[src/rtl/plcm_pkg.sv]
// shared constants, codes and types of the piecewise linear color map unit
package plcm_pkg;

  localparam int MAX_KEYS   = 16;
  localparam int LEVEL_BITS = 16;

  localparam int CNT_W  = $clog2(MAX_KEYS + 1);
  localparam int IDX_W  = $clog2(MAX_KEYS);
  localparam int PROD_W = LEVEL_BITS + 8;

  localparam logic [1:0] ACT_CLEAR  = 2'd0;
  localparam logic [1:0] ACT_INSERT = 2'd1;
  localparam logic [1:0] ACT_REMOVE = 2'd2;
  localparam logic [1:0] ACT_MAP    = 2'd3;

  localparam logic [1:0] STATUS_OK    = 2'd0;
  localparam logic [1:0] STATUS_FULL  = 2'd1;
  localparam logic [1:0] STATUS_RANGE = 2'd2;

  typedef logic [LEVEL_BITS-1:0] level_t;

  typedef struct packed {
    level_t      level;
    logic [31:0] left;
    logic [31:0] right;
  } entry_t;

  typedef struct packed {
    logic       start;
    logic [7:0] lo;
    logic [7:0] hi;
    level_t     off;
    level_t     span;
  } blend_req_t;

  typedef struct packed {
    logic       done;
    logic [7:0] value;
  } blend_rsp_t;

endpackage

[src/rtl/plcm_in_if.sv]
// request channel of the color map unit
interface plcm_in_if import plcm_pkg::*; ();
  logic        valid;
  logic        ready;
  logic [1:0]  action;
  logic [3:0]  key_index;
  logic [15:0] key_level;
  logic [31:0] key_left_color;
  logic [31:0] key_right_color;
  logic [15:0] sample_level;

  modport source (
    output valid, action, key_index, key_level, key_left_color, key_right_color,
           sample_level,
    input  ready
  );
  modport sink (
    input  valid, action, key_index, key_level, key_left_color, key_right_color,
           sample_level,
    output ready
  );
endinterface

[src/rtl/plcm_out_if.sv]
// result channel of the color map unit
interface plcm_out_if import plcm_pkg::*; ();
  logic        valid;
  logic        ready;
  logic [31:0] color;
  logic [1:0]  status;

  modport source (output valid, color, status, input ready);
  modport sink (input valid, color, status, output ready);
endinterface

[src/rtl/plcm_ram.sv]
// generic single write port, single read port ram with registered read
module plcm_ram #(
  parameter int WIDTH = 8,
  parameter int DEPTH = 16
) (
  input  logic                     clk_i,
  input  logic                     we_i,
  input  logic [$clog2(DEPTH)-1:0] waddr_i,
  input  logic [WIDTH-1:0]         wdata_i,
  input  logic [$clog2(DEPTH)-1:0] raddr_i,
  output logic [WIDTH-1:0]         rdata_o
);
  logic [WIDTH-1:0] mem_q [DEPTH];

  always_ff @(posedge clk_i) begin
    if (we_i) begin
      mem_q[waddr_i] <= wdata_i;
    end
    rdata_o <= mem_q[raddr_i];
  end
endmodule

[src/rtl/plcm_blend.sv]
// one channel interpolation: multiply then restoring divide, one quotient bit a cycle
module plcm_blend import plcm_pkg::*; (
  input  logic       clk_i,
  input  logic       rst_ni,
  input  blend_req_t req_i,
  output blend_rsp_t rsp_o
);
  localparam logic [1:0] B_IDLE = 2'd0;
  localparam logic [1:0] B_MUL  = 2'd1;
  localparam logic [1:0] B_DIV  = 2'd2;
  localparam logic [1:0] B_FIN  = 2'd3;

  logic [1:0]        state_q, state_d;
  logic [2:0]        step_q, step_d;
  logic [7:0]        lo_q, lo_d;
  logic              neg_q, neg_d;
  logic [7:0]        mag_q, mag_d;
  level_t            off_q, off_d;
  level_t            span_q, span_d;
  logic [PROD_W-1:0] prod_q, prod_d;
  logic [PROD_W-1:0] dsr_q, dsr_d;
  logic [7:0]        quo_q, quo_d;
  logic              ge;

  assign ge = prod_q >= dsr_q;

  always_comb begin
    state_d = state_q;
    step_d  = step_q;
    lo_d    = lo_q;
    neg_d   = neg_q;
    mag_d   = mag_q;
    off_d   = off_q;
    span_d  = span_q;
    prod_d  = prod_q;
    dsr_d   = dsr_q;
    quo_d   = quo_q;
    rsp_o.done  = 1'b0;
    rsp_o.value = neg_q ? (lo_q - quo_q) : (lo_q + quo_q);
    case (state_q)
      B_IDLE: begin
        if (req_i.start) begin
          lo_d    = req_i.lo;
          neg_d   = req_i.hi < req_i.lo;
          mag_d   = (req_i.hi < req_i.lo) ? (req_i.lo - req_i.hi) : (req_i.hi - req_i.lo);
          off_d   = req_i.off;
          span_d  = req_i.span;
          state_d = B_MUL;
        end
      end
      B_MUL: begin
        prod_d  = PROD_W'(mag_q) * PROD_W'(off_q);
        // quotient never exceeds the channel difference, so eight bits suffice
        dsr_d   = {1'b0, span_q, 7'b0};
        quo_d   = '0;
        step_d  = '0;
        state_d = B_DIV;
      end
      B_DIV: begin
        if (ge) begin
          prod_d = prod_q - dsr_q;
        end
        quo_d  = {quo_q[6:0], ge};
        dsr_d  = dsr_q >> 1;
        step_d = step_q + 3'd1;
        if (step_q == 3'd7) begin
          state_d = B_FIN;
        end
      end
      B_FIN: begin
        rsp_o.done = 1'b1;
        state_d    = B_IDLE;
      end
      default: state_d = B_IDLE;
    endcase
  end

  always_ff @(posedge clk_i or negedge rst_ni) begin
    if (!rst_ni) begin
      state_q <= B_IDLE;
      step_q  <= '0;
    end else begin
      state_q <= state_d;
      step_q  <= step_d;
    end
  end

  always_ff @(posedge clk_i) begin
    lo_q   <= lo_d;
    neg_q  <= neg_d;
    mag_q  <= mag_d;
    off_q  <= off_d;
    span_q <= span_d;
    prod_q <= prod_d;
    dsr_q  <= dsr_d;
    quo_q  <= quo_d;
  end

  assert property (@(posedge clk_i) disable iff (!rst_ni)
    (state_q == B_DIV) |-> (dsr_q[PROD_W-1] == 1'b0))
    else $error("divisor shifted out of range");
  assert property (@(posedge clk_i) disable iff (!rst_ni)
    rsp_o.done |-> ($past(state_q) == B_DIV && $past(step_q) == 3'd7))
    else $error("blend finished without eight divide steps");
  assert property (@(posedge clk_i) disable iff (!rst_ni)
    (req_i.start && state_q == B_IDLE) |=> (state_q == B_MUL))
    else $error("blend start not taken");
endmodule

[src/rtl/piecewise_linear_color_map_unit.sv]
// Piecewise linear color map: a sorted table of up to MAX_KEYS color keys held in one
// ram, with insert, remove, clear and map requests handled one at a time by a small
// sequencer. The ram has a registered read, so a scan reads each key in S_SRCH and
// compares the registered data in S_CMP. A clear, a refused insert, a refused remove
// and a map on an empty table go straight to completion. An insert scans for its
// place and moves the keys above it up, a remove moves the keys above it down. A map
// scans the keys and interpolates unless it lands on an end key; for that the
// four byte channels go in turn through one shared multiply and eight-step divider.
// The result waits in an output register, so the next request is taken while it does.
// There is no clearing pass; entries beyond the key count are never read.
module piecewise_linear_color_map_unit import plcm_pkg::*; (
  input  logic    clk_i,
  input  logic    rst_ni,
  input  logic    cfg_we_i,
  input  logic    cfg_wdata_i,
  plcm_in_if.sink    req_i,
  plcm_out_if.source rsp_o
);
  localparam logic [2:0] S_IDLE  = 3'd0;
  localparam logic [2:0] S_SRCH  = 3'd1;
  localparam logic [2:0] S_CMP   = 3'd2;
  localparam logic [2:0] S_SHRD  = 3'd3;
  localparam logic [2:0] S_SHWR  = 3'd4;
  localparam logic [2:0] S_BLEND = 3'd5;
  localparam logic [2:0] S_BWAIT = 3'd6;
  localparam logic [2:0] S_DONE  = 3'd7;

  logic [2:0]       state_q, state_d;
  logic [CNT_W-1:0] cnt_q, cnt_d;
  logic [CNT_W-1:0] k_q, k_d;
  logic [CNT_W-1:0] i_q, i_d;
  logic [1:0]       ch_q, ch_d;
  logic             swap_q;
  logic             out_valid_q, out_valid_d;
  logic [31:0]      out_color_q, out_color_d;
  logic [1:0]       out_status_q, out_status_d;

  logic [1:0]  act_q, act_d;
  level_t      lvl_q, lvl_d;
  level_t      smp_q, smp_d;
  logic [31:0] lcol_q, lcol_d;
  logic [31:0] rcol_q, rcol_d;
  entry_t      prev_q, prev_d;
  entry_t      cur_q, cur_d;
  level_t      off_q, off_d;
  level_t      span_q, span_d;
  logic [31:0] color_q, color_d;
  logic [1:0]  stat_q, stat_d;

  logic             ram_we;
  logic [IDX_W-1:0] ram_waddr, ram_raddr;
  entry_t           ram_wdata, ram_rdata;
  blend_req_t       blend_req;
  blend_rsp_t       blend_rsp;

  logic [CNT_W-1:0] i_dn, i_up, k_up;
  level_t           key_lvl;
  logic [31:0]      swapped;

  assign i_dn    = i_q - CNT_W'(1);
  assign i_up    = i_q + CNT_W'(1);
  assign k_up    = k_q + CNT_W'(1);
  assign key_lvl = (act_q == ACT_MAP) ? smp_q : lvl_q;
  assign swapped = {color_q[15:8], color_q[23:16], color_q[31:24], color_q[7:0]};

  assign req_i.ready  = (state_q == S_IDLE);
  assign rsp_o.valid  = out_valid_q;
  assign rsp_o.color  = out_color_q;
  assign rsp_o.status = out_status_q;

  plcm_ram #(
    .WIDTH($bits(entry_t)),
    .DEPTH(MAX_KEYS)
  ) u_table (
    .clk_i   (clk_i),
    .we_i    (ram_we),
    .waddr_i (ram_waddr),
    .wdata_i (ram_wdata),
    .raddr_i (ram_raddr),
    .rdata_o (ram_rdata)
  );

  plcm_blend u_blend (
    .clk_i  (clk_i),
    .rst_ni (rst_ni),
    .req_i  (blend_req),
    .rsp_o  (blend_rsp)
  );

  always_comb begin
    state_d      = state_q;
    cnt_d        = cnt_q;
    k_d          = k_q;
    i_d          = i_q;
    ch_d         = ch_q;
    out_valid_d  = out_valid_q;
    out_color_d  = out_color_q;
    out_status_d = out_status_q;
    act_d        = act_q;
    lvl_d        = lvl_q;
    smp_d        = smp_q;
    lcol_d       = lcol_q;
    rcol_d       = rcol_q;
    prev_d       = prev_q;
    cur_d        = cur_q;
    off_d        = off_q;
    span_d       = span_q;
    color_d      = color_q;
    stat_d       = stat_q;
    ram_we       = 1'b0;
    ram_waddr    = '0;
    ram_wdata    = '0;
    ram_raddr    = '0;
    blend_req.start = 1'b0;
    blend_req.lo    = prev_q.right[{ch_q, 3'b000} +: 8];
    blend_req.hi    = cur_q.left[{ch_q, 3'b000} +: 8];
    blend_req.off   = off_q;
    blend_req.span  = span_q;

    if (out_valid_q && rsp_o.ready) begin
      out_valid_d = 1'b0;
    end

    case (state_q)
      S_IDLE: begin
        if (req_i.valid) begin
          act_d   = req_i.action;
          lvl_d   = LEVEL_BITS'(req_i.key_level);
          smp_d   = LEVEL_BITS'(req_i.sample_level);
          lcol_d  = req_i.key_left_color;
          rcol_d  = req_i.key_right_color;
          color_d = '0;
          stat_d  = STATUS_OK;
          k_d     = '0;
          case (req_i.action)
            ACT_CLEAR: begin
              cnt_d   = '0;
              state_d = S_DONE;
            end
            ACT_INSERT: begin
              if (cnt_q == CNT_W'(MAX_KEYS)) begin
                stat_d  = STATUS_FULL;
                state_d = S_DONE;
              end else begin
                state_d = S_SRCH;
              end
            end
            ACT_REMOVE: begin
              if (32'(req_i.key_index) >= 32'(cnt_q)) begin
                stat_d  = STATUS_RANGE;
                state_d = S_DONE;
              end else begin
                i_d     = CNT_W'(req_i.key_index);
                state_d = S_SHRD;
              end
            end
            ACT_MAP: begin
              state_d = (cnt_q == '0) ? S_DONE : S_SRCH;
            end
            default: state_d = S_DONE;
          endcase
        end
      end
      S_SRCH: begin
        if (k_q == cnt_q) begin
          // ran past the last key
          if (act_q == ACT_INSERT) begin
            i_d     = cnt_q;
            state_d = S_SHRD;
          end else begin
            color_d = prev_q.right;
            state_d = S_DONE;
          end
        end else begin
          ram_raddr = k_q[IDX_W-1:0];
          state_d   = S_CMP;
        end
      end
      S_CMP: begin
        if (key_lvl > ram_rdata.level) begin
          prev_d  = ram_rdata;
          k_d     = k_up;
          state_d = S_SRCH;
        end else begin
          cur_d = ram_rdata;
          if (act_q == ACT_INSERT) begin
            i_d     = cnt_q;
            state_d = S_SHRD;
          end else if (k_q == '0) begin
            color_d = ram_rdata.left;
            state_d = S_DONE;
          end else begin
            off_d   = smp_q - prev_q.level;
            span_d  = ram_rdata.level - prev_q.level;
            ch_d    = '0;
            state_d = S_BLEND;
          end
        end
      end
      S_SHRD: begin
        if (act_q == ACT_INSERT) begin
          if (i_q == k_q) begin
            ram_we    = 1'b1;
            ram_waddr = k_q[IDX_W-1:0];
            ram_wdata = '{level: lvl_q, left: lcol_q, right: rcol_q};
            cnt_d     = cnt_q + CNT_W'(1);
            state_d   = S_DONE;
          end else begin
            ram_raddr = i_dn[IDX_W-1:0];
            state_d   = S_SHWR;
          end
        end else begin
          if (i_up == cnt_q) begin
            cnt_d   = cnt_q - CNT_W'(1);
            state_d = S_DONE;
          end else begin
            ram_raddr = i_up[IDX_W-1:0];
            state_d   = S_SHWR;
          end
        end
      end
      S_SHWR: begin
        ram_we    = 1'b1;
        ram_waddr = i_q[IDX_W-1:0];
        ram_wdata = ram_rdata;
        i_d       = (act_q == ACT_INSERT) ? i_dn : i_up;
        state_d   = S_SHRD;
      end
      S_BLEND: begin
        blend_req.start = 1'b1;
        state_d         = S_BWAIT;
      end
      S_BWAIT: begin
        if (blend_rsp.done) begin
          color_d[{ch_q, 3'b000} +: 8] = blend_rsp.value;
          ch_d    = ch_q + 2'd1;
          state_d = (ch_q == 2'd3) ? S_DONE : S_BLEND;
        end
      end
      S_DONE: begin
        if (!out_valid_q || rsp_o.ready) begin
          out_valid_d  = 1'b1;
          out_color_d  = (act_q == ACT_MAP && swap_q) ? swapped : color_q;
          out_status_d = stat_q;
          state_d      = S_IDLE;
        end
      end
      default: state_d = S_IDLE;
    endcase
  end

  always_ff @(posedge clk_i or negedge rst_ni) begin
    if (!rst_ni) begin
      state_q     <= S_IDLE;
      cnt_q       <= '0;
      k_q         <= '0;
      i_q         <= '0;
      ch_q        <= '0;
      swap_q      <= 1'b0;
      out_valid_q <= 1'b0;
    end else begin
      state_q     <= state_d;
      cnt_q       <= cnt_d;
      k_q         <= k_d;
      i_q         <= i_d;
      ch_q        <= ch_d;
      out_valid_q <= out_valid_d;
      if (cfg_we_i) begin
        swap_q <= cfg_wdata_i;
      end
    end
  end

  always_ff @(posedge clk_i) begin
    out_color_q  <= out_color_d;
    out_status_q <= out_status_d;
    act_q        <= act_d;
    lvl_q        <= lvl_d;
    smp_q        <= smp_d;
    lcol_q       <= lcol_d;
    rcol_q       <= rcol_d;
    prev_q       <= prev_d;
    cur_q        <= cur_d;
    off_q        <= off_d;
    span_q       <= span_d;
    color_q      <= color_d;
    stat_q       <= stat_d;
  end

  assert property (@(posedge clk_i) disable iff (!rst_ni)
    cnt_q <= CNT_W'(MAX_KEYS))
    else $error("key count beyond table depth");
  assert property (@(posedge clk_i) disable iff (!rst_ni)
    (req_i.valid && req_i.ready) |=> (state_q != S_IDLE))
    else $error("accepted request not processed");
  assert property (@(posedge clk_i) disable iff (!rst_ni)
    $rose(out_valid_q) |-> ($past(state_q) == S_DONE))
    else $error("result loaded outside completion");
  assert property (@(posedge clk_i) disable iff (!rst_ni)
    (state_q == S_BLEND) |-> (span_q != '0 && off_q <= span_q))
    else $error("interpolation with bad span");
endmodule
[src/flat_wrapper.sv]
// flat-port wrapper written by rule: the top's interface ports become plain ports
module piecewise_linear_color_map_unit_flat import plcm_pkg::*;
  (clk_i, rst_ni, cfg_we_i, cfg_wdata_i, req_i_valid, req_i_action, req_i_key_index, req_i_key_level, req_i_key_left_color, req_i_key_right_color, req_i_sample_level, req_i_ready, rsp_o_valid, rsp_o_color, rsp_o_status, rsp_o_ready);
  plcm_in_if req_i_i ();
  plcm_out_if rsp_o_i ();
  input  logic clk_i;
  input  logic rst_ni;
  input  logic cfg_we_i;
  input  logic cfg_wdata_i;
  input wire logic [$bits(req_i_i.valid)-1:0] req_i_valid;
  input wire logic [$bits(req_i_i.action)-1:0] req_i_action;
  input wire logic [$bits(req_i_i.key_index)-1:0] req_i_key_index;
  input wire logic [$bits(req_i_i.key_level)-1:0] req_i_key_level;
  input wire logic [$bits(req_i_i.key_left_color)-1:0] req_i_key_left_color;
  input wire logic [$bits(req_i_i.key_right_color)-1:0] req_i_key_right_color;
  input wire logic [$bits(req_i_i.sample_level)-1:0] req_i_sample_level;
  output wire logic [$bits(req_i_i.ready)-1:0] req_i_ready;
  output wire logic [$bits(rsp_o_i.valid)-1:0] rsp_o_valid;
  output wire logic [$bits(rsp_o_i.color)-1:0] rsp_o_color;
  output wire logic [$bits(rsp_o_i.status)-1:0] rsp_o_status;
  input wire logic [$bits(rsp_o_i.ready)-1:0] rsp_o_ready;
  assign req_i_i.valid = req_i_valid;
  assign req_i_i.action = req_i_action;
  assign req_i_i.key_index = req_i_key_index;
  assign req_i_i.key_level = req_i_key_level;
  assign req_i_i.key_left_color = req_i_key_left_color;
  assign req_i_i.key_right_color = req_i_key_right_color;
  assign req_i_i.sample_level = req_i_sample_level;
  assign req_i_ready = req_i_i.ready;
  assign rsp_o_valid = rsp_o_i.valid;
  assign rsp_o_color = rsp_o_i.color;
  assign rsp_o_status = rsp_o_i.status;
  assign rsp_o_i.ready = rsp_o_ready;
  piecewise_linear_color_map_unit u_core (.clk_i(clk_i), .rst_ni(rst_ni), .cfg_we_i(cfg_we_i), .cfg_wdata_i(cfg_wdata_i), .req_i(req_i_i), .rsp_o(rsp_o_i));
endmodule
[config.mk]
export PLATFORM = sky130hd
export DESIGN_NAME = piecewise_linear_color_map_unit_flat
export DESIGN_NICKNAME = d
export VERILOG_FILES = /design/src/rtl/plcm_pkg.sv /design/src/rtl/plcm_in_if.sv /design/src/rtl/plcm_out_if.sv /design/src/rtl/plcm_ram.sv /design/src/rtl/plcm_blend.sv /design/src/rtl/piecewise_linear_color_map_unit.sv /design/src/flat_wrapper.sv
export SDC_FILE = /design/constraint.sdc
export NUM_CORES = 2
export LEC_CHECK = 0
export BUFFER_PORTS_ARGS = -buffer_cell sky130_fd_sc_hd__buf_4
export CORE_AREA = 5 5 418 420
export CTS_CLUSTER_SIZE = 12
export DETAILED_ROUTE_END_ITERATION = 10
export DIE_AREA = 0 0 423 425
export PLACE_DENSITY = 0.68
export SLEW_MARGIN = 20
export SYNTH_ARGS = -nofsm -noshare
export SYNTH_HDL_FRONTEND = slang
export SYNTH_SLANG_ARGS = --single-unit
[constraint.sdc]
create_clock -name clk_i -period 8.9 [get_ports clk_i]
set_clock_uncertainty 0.15 [all_clocks]
set_input_delay 0.445 -clock clk_i [delete_from_list [all_inputs] [get_ports clk_i]]
set_output_delay 0.445 -clock clk_i [all_outputs]
set_load 0.02 [all_outputs]
==> key figures <==
Outcome
  • Status: finished clean

Synthesis
  • Synth Cell Area: 74500 sq um
  • Post-synth net total: 4619
  • Distinct cell type count after synthesis: 74
  • Post-synth ARST share: 0.0153
  • Avg Inst Size Synth: 17.5 sq um
  • Yosys warning count: 0
  • Synth Instances: 4257
  • Synth Flop Type: edfxtp_1
  • Yosys reg bits: 1769
  • Post-synth EDFFs: 1662
  • Sequential fraction of the synthesis area: 0.701

Route
  • # DRC: 0
  • Final wirelength: 186000 microns
  • Via Count: 40300
  • Detailed Route Iter0 Violations: 4347
  • Vias per cell: 5.78
  • WL/cell: 26.6 microns
  • Post-DRT Antenna Nets: 0
  • Drt pass-1 iters: 5

Die
  • Die H: 425 microns
  • Ports: 144
  • Die area: 180000 sq um
  • Placement Rows: 152
  • Die width: 423 microns
  • Initial Util: 0.437
  • Core box area: 171000 sq um

Worst setup path
  • Worst Setup Start Kind: flop
  • CP Class: flop to flop
  • Crit-path max FO: 16
  • WP data arrival: 6350 ps
  • Worst endpoint required time: 9270 ps
  • Critical path endpoint category: flop

Placed design
  • Final HPWL DP: 114000 microns
  • Placer congestion estimate: 0.851
  • PortBufs: 143
  • DP Area: 78400 sq um

Global route
  • Largest net degree at the start of global routing: 113
  • First-pass GRT wire length: 271000 microns
  • Vias in the first global route: 40400
  • Antenna violations before repair: 6
  • Global route overflow: 0
  • Total GRT Usage: 0.204

Timing
  • Fin crit period: 5980 ps
  • Setup Viol. Count Final: 0
  • RSZ-0062 raised after global routing: no
  • Final Hold Vio Count: 0
  • Worst hold slack: 166 ps
  • Tightest Pin Transition: 1180 ps
  • Slew margin rel.: 0.210
  • Final worst path period share: 0.672
  • Slew Viols, Final: 0
  • Final setup TNS: 0 ps
  • Max Freq: 167 MHz

Final layout
  • Layout net count: 4956
  • Layout cells sized above 1: 0.187
  • Multi-input gate area: 20700 sq um
  • Fillers: 13600
  • Sequential Area: 52200 sq um
  • Syn-to-layout area delta: 14.6%
  • Design Area, Final: 85400 sq um
  • Final Core Density: 0.501

Pwr
  • Gate power share: 0.362
  • Peak VDD IR: 374 uV
  • Clock Power Share: 0.246
  • Leakage power: 29.4 nW
  • Sequential power share: 0.392
  • Psw: 10.7 mW
  • Int Pwr: 19.5 mW
  • Pwr Density: 354 nW/um^2
  • Net Sw Frac: 0.354

Clock tree
  • Clk sinks: 1769
  • Clock transition at path regs: 60 ps
  • Clk buf depth: 3
  • CTS tree: done
  • Root Driver: clkbuf_16
  • Clock insertion delay at the later pin of the skew report: 850 ps
  • Post-CTS Setup Bufs: 0
  • CTS buffer count: 182
  • CTS H-tree lvls: 4

Flow run
  • Max-Cap Viols: 0

Worst hold path
  • Worst hold-check path type: input pin to flop
==> placed cells by master, fill, tap and decap left out, types with 19 or more instances in the layout <==
master and n:
xnor2_1 68, nor2_1 85, dfrtp_1 26, o21ai_0 164, nor2b_1 26, clkbuf_1 92
inv_1 252, nand2_1 262, dlygate4sd3_1 108, a22o_1 65, mux4_2 336, and2_1 117
o221ai_1 29, mux2_2 36, a22oi_1 160, buf_4 232, ha_1 162, edfxtp_1 1662
fa_1 91, clkbuf_16 182, a21o_1 34, a21oi_1 79, dfxtp_1 80, xor2_1 31
nor2_4 19, o21a_1 22, nand2b_1 24, nor3_1 22, nand3_1 32
==> area by class of cell <==
type	instances	share of cell area
sequential	1769	0.611
clock inverter	47	0.00925
inverter	255	0.0113
multi-input combinational	2041	0.242
tap	2233	0.0327
timing repair buffer	345	0.0343
antenna	1	0.0000293
clock buffer	287	0.0595
==> synth_stat cells, drive strengths merged, types with 24 or more instances <==
library cell	instances	area, sq um
xor2	31	272
clkbuf	103	394
dfrtp	27	676
mux4	336	7570
mux2	36	405
o221ai	29	254
nand3	32	160
inv	254	953
o21ai	169	850
edfxtp	1662	49900
nor3	26	130
a22oi	160	1200
a21oi	80	400
and2	117	732
xnor2	68	596
nor2b	26	163
nand2b	24	150
a21o	34	255
nor2	104	390
nand2	262	983
ha	163	2040
fa	91	1820
buf	89	551
dfxtp	80	1600
a22o	65	569
==> power groups by stage <==
stage / combinational (mW) / sequential [mW] / clock, mW
after floorplan: 7.90 / 11.5 / 0
after global placement: 10.8 / 12.0 / 0
after detailed placement: 10.9 / 12.0 / 0
after CTS: 11.0 / 11.8 / 7.55
after global routing: 12.0 / 11.9 / 7.91
final: 10.9 / 11.8 / 7.42
==> kinds of logic after synthesis <==
group / count (synthesis) / share of synthesized area
AO/OA/AOI/OAI: 661 / 0.0609
adder cells (fa/ha/maj): 254 / 0.0518
multiplexers: 383 / 0.109
buffers and inverters: 447 / 0.0255
AND/OR/NAND/NOR: 644 / 0.0411
XOR/XNOR: 99 / 0.0116
flip-flops: 1769 / 0.701
==> final timing paths <==
| path | depth (start not counted) | slack, ps | startpoint | to |
|---|---|---|---|---|
| max reg2reg | 19 | 2920 | u_core.u_blend.mag_q[3] | u_core.u_blend.prod_q[22] |
| max | 19 | 2920 | u_core.u_blend.mag_q[3] | u_core.u_blend.prod_q[22] |
| max in group asynchronous | 4 | 7830 | rst_ni | u_core.state_q[2] |
| min in group asynchronous | 4 | 490 | rst_ni | u_core.swap_q |
| min reg2reg | 0 | 250 | u_core.span_q[7] | u_core.u_blend.span_q[7] |
| min | 2 | 170 | req_i_key_right_color[14] | u_core.rcol_q[14] |
==> metrics by stage <==
stage | power (mW) | worst slack, ps | cells
floorplan | 19.4 | 2170 | 4257
global placement | 22.7 | 2930 | 6533
detailed placement | 22.9 | 2980 | 6533
CTS | 30.4 | 2960 | 6976
global route | 31.8 | 2540 | 6977
finish | 30.2 | 2920 | 6978
==> repair_timing <==
| action | CTS | global route |
|---|---|---|
| hold buffers | 109 | 0 |
| hold endpoints to repair | 137 | 0 |
| gates resized for setup | 0 | 0 |
==> critical path, cell delays in order, from the launching register on <==
cell and delay, ps:
edfxtp_1 680, nand2_1 150, fa_1 510, fa_1 540, inv_1 50, fa_1 470
inv_1 50, fa_1 480, inv_1 40, ha_1 330, or3_1 370, a21oi_1 170
a211oi_1 110, o311a_1 420, o41ai_1 580, o21ai_0 210, a21oi_1 210, xnor2_1 80
nand2_1 60, o21ai_1 60
==> state kept, by name, summed over array words and instances (netlist names), 16 cells and up <==
signal and cells:
u_core.cur_q 32, u_core.u_blend.prod_q 24, u_core.prev_q 48, u_core.lvl_q 16, u_core.rsp_o.color 32, u_core.u_blend.off_q 16, u_core.rcol_q 32, u_core.lcol_q 32
u_core.u_blend.dsr_q 23, u_core.color_q 32, u_core.u_blend.span_q 16, u_core.u_table.mem_q 1280, u_core.span_q 16, u_core.smp_q 16, u_core.u_table.rdata_o 80, u_core.off_q 16
==> layer usage <==
layer | share of wire | vias up | track usage
met5 | 0.00012 | - | 0
met4 | 0.045 | 4 | 0.0862
met3 | 0.066 | 332 | 0.0319
met2 | 0.51 | 1568 | 0.346
met1 | 0.38 | 21100 | 0.262
li1 | - | 17300 | -
(Power assumes the default switching activity.)
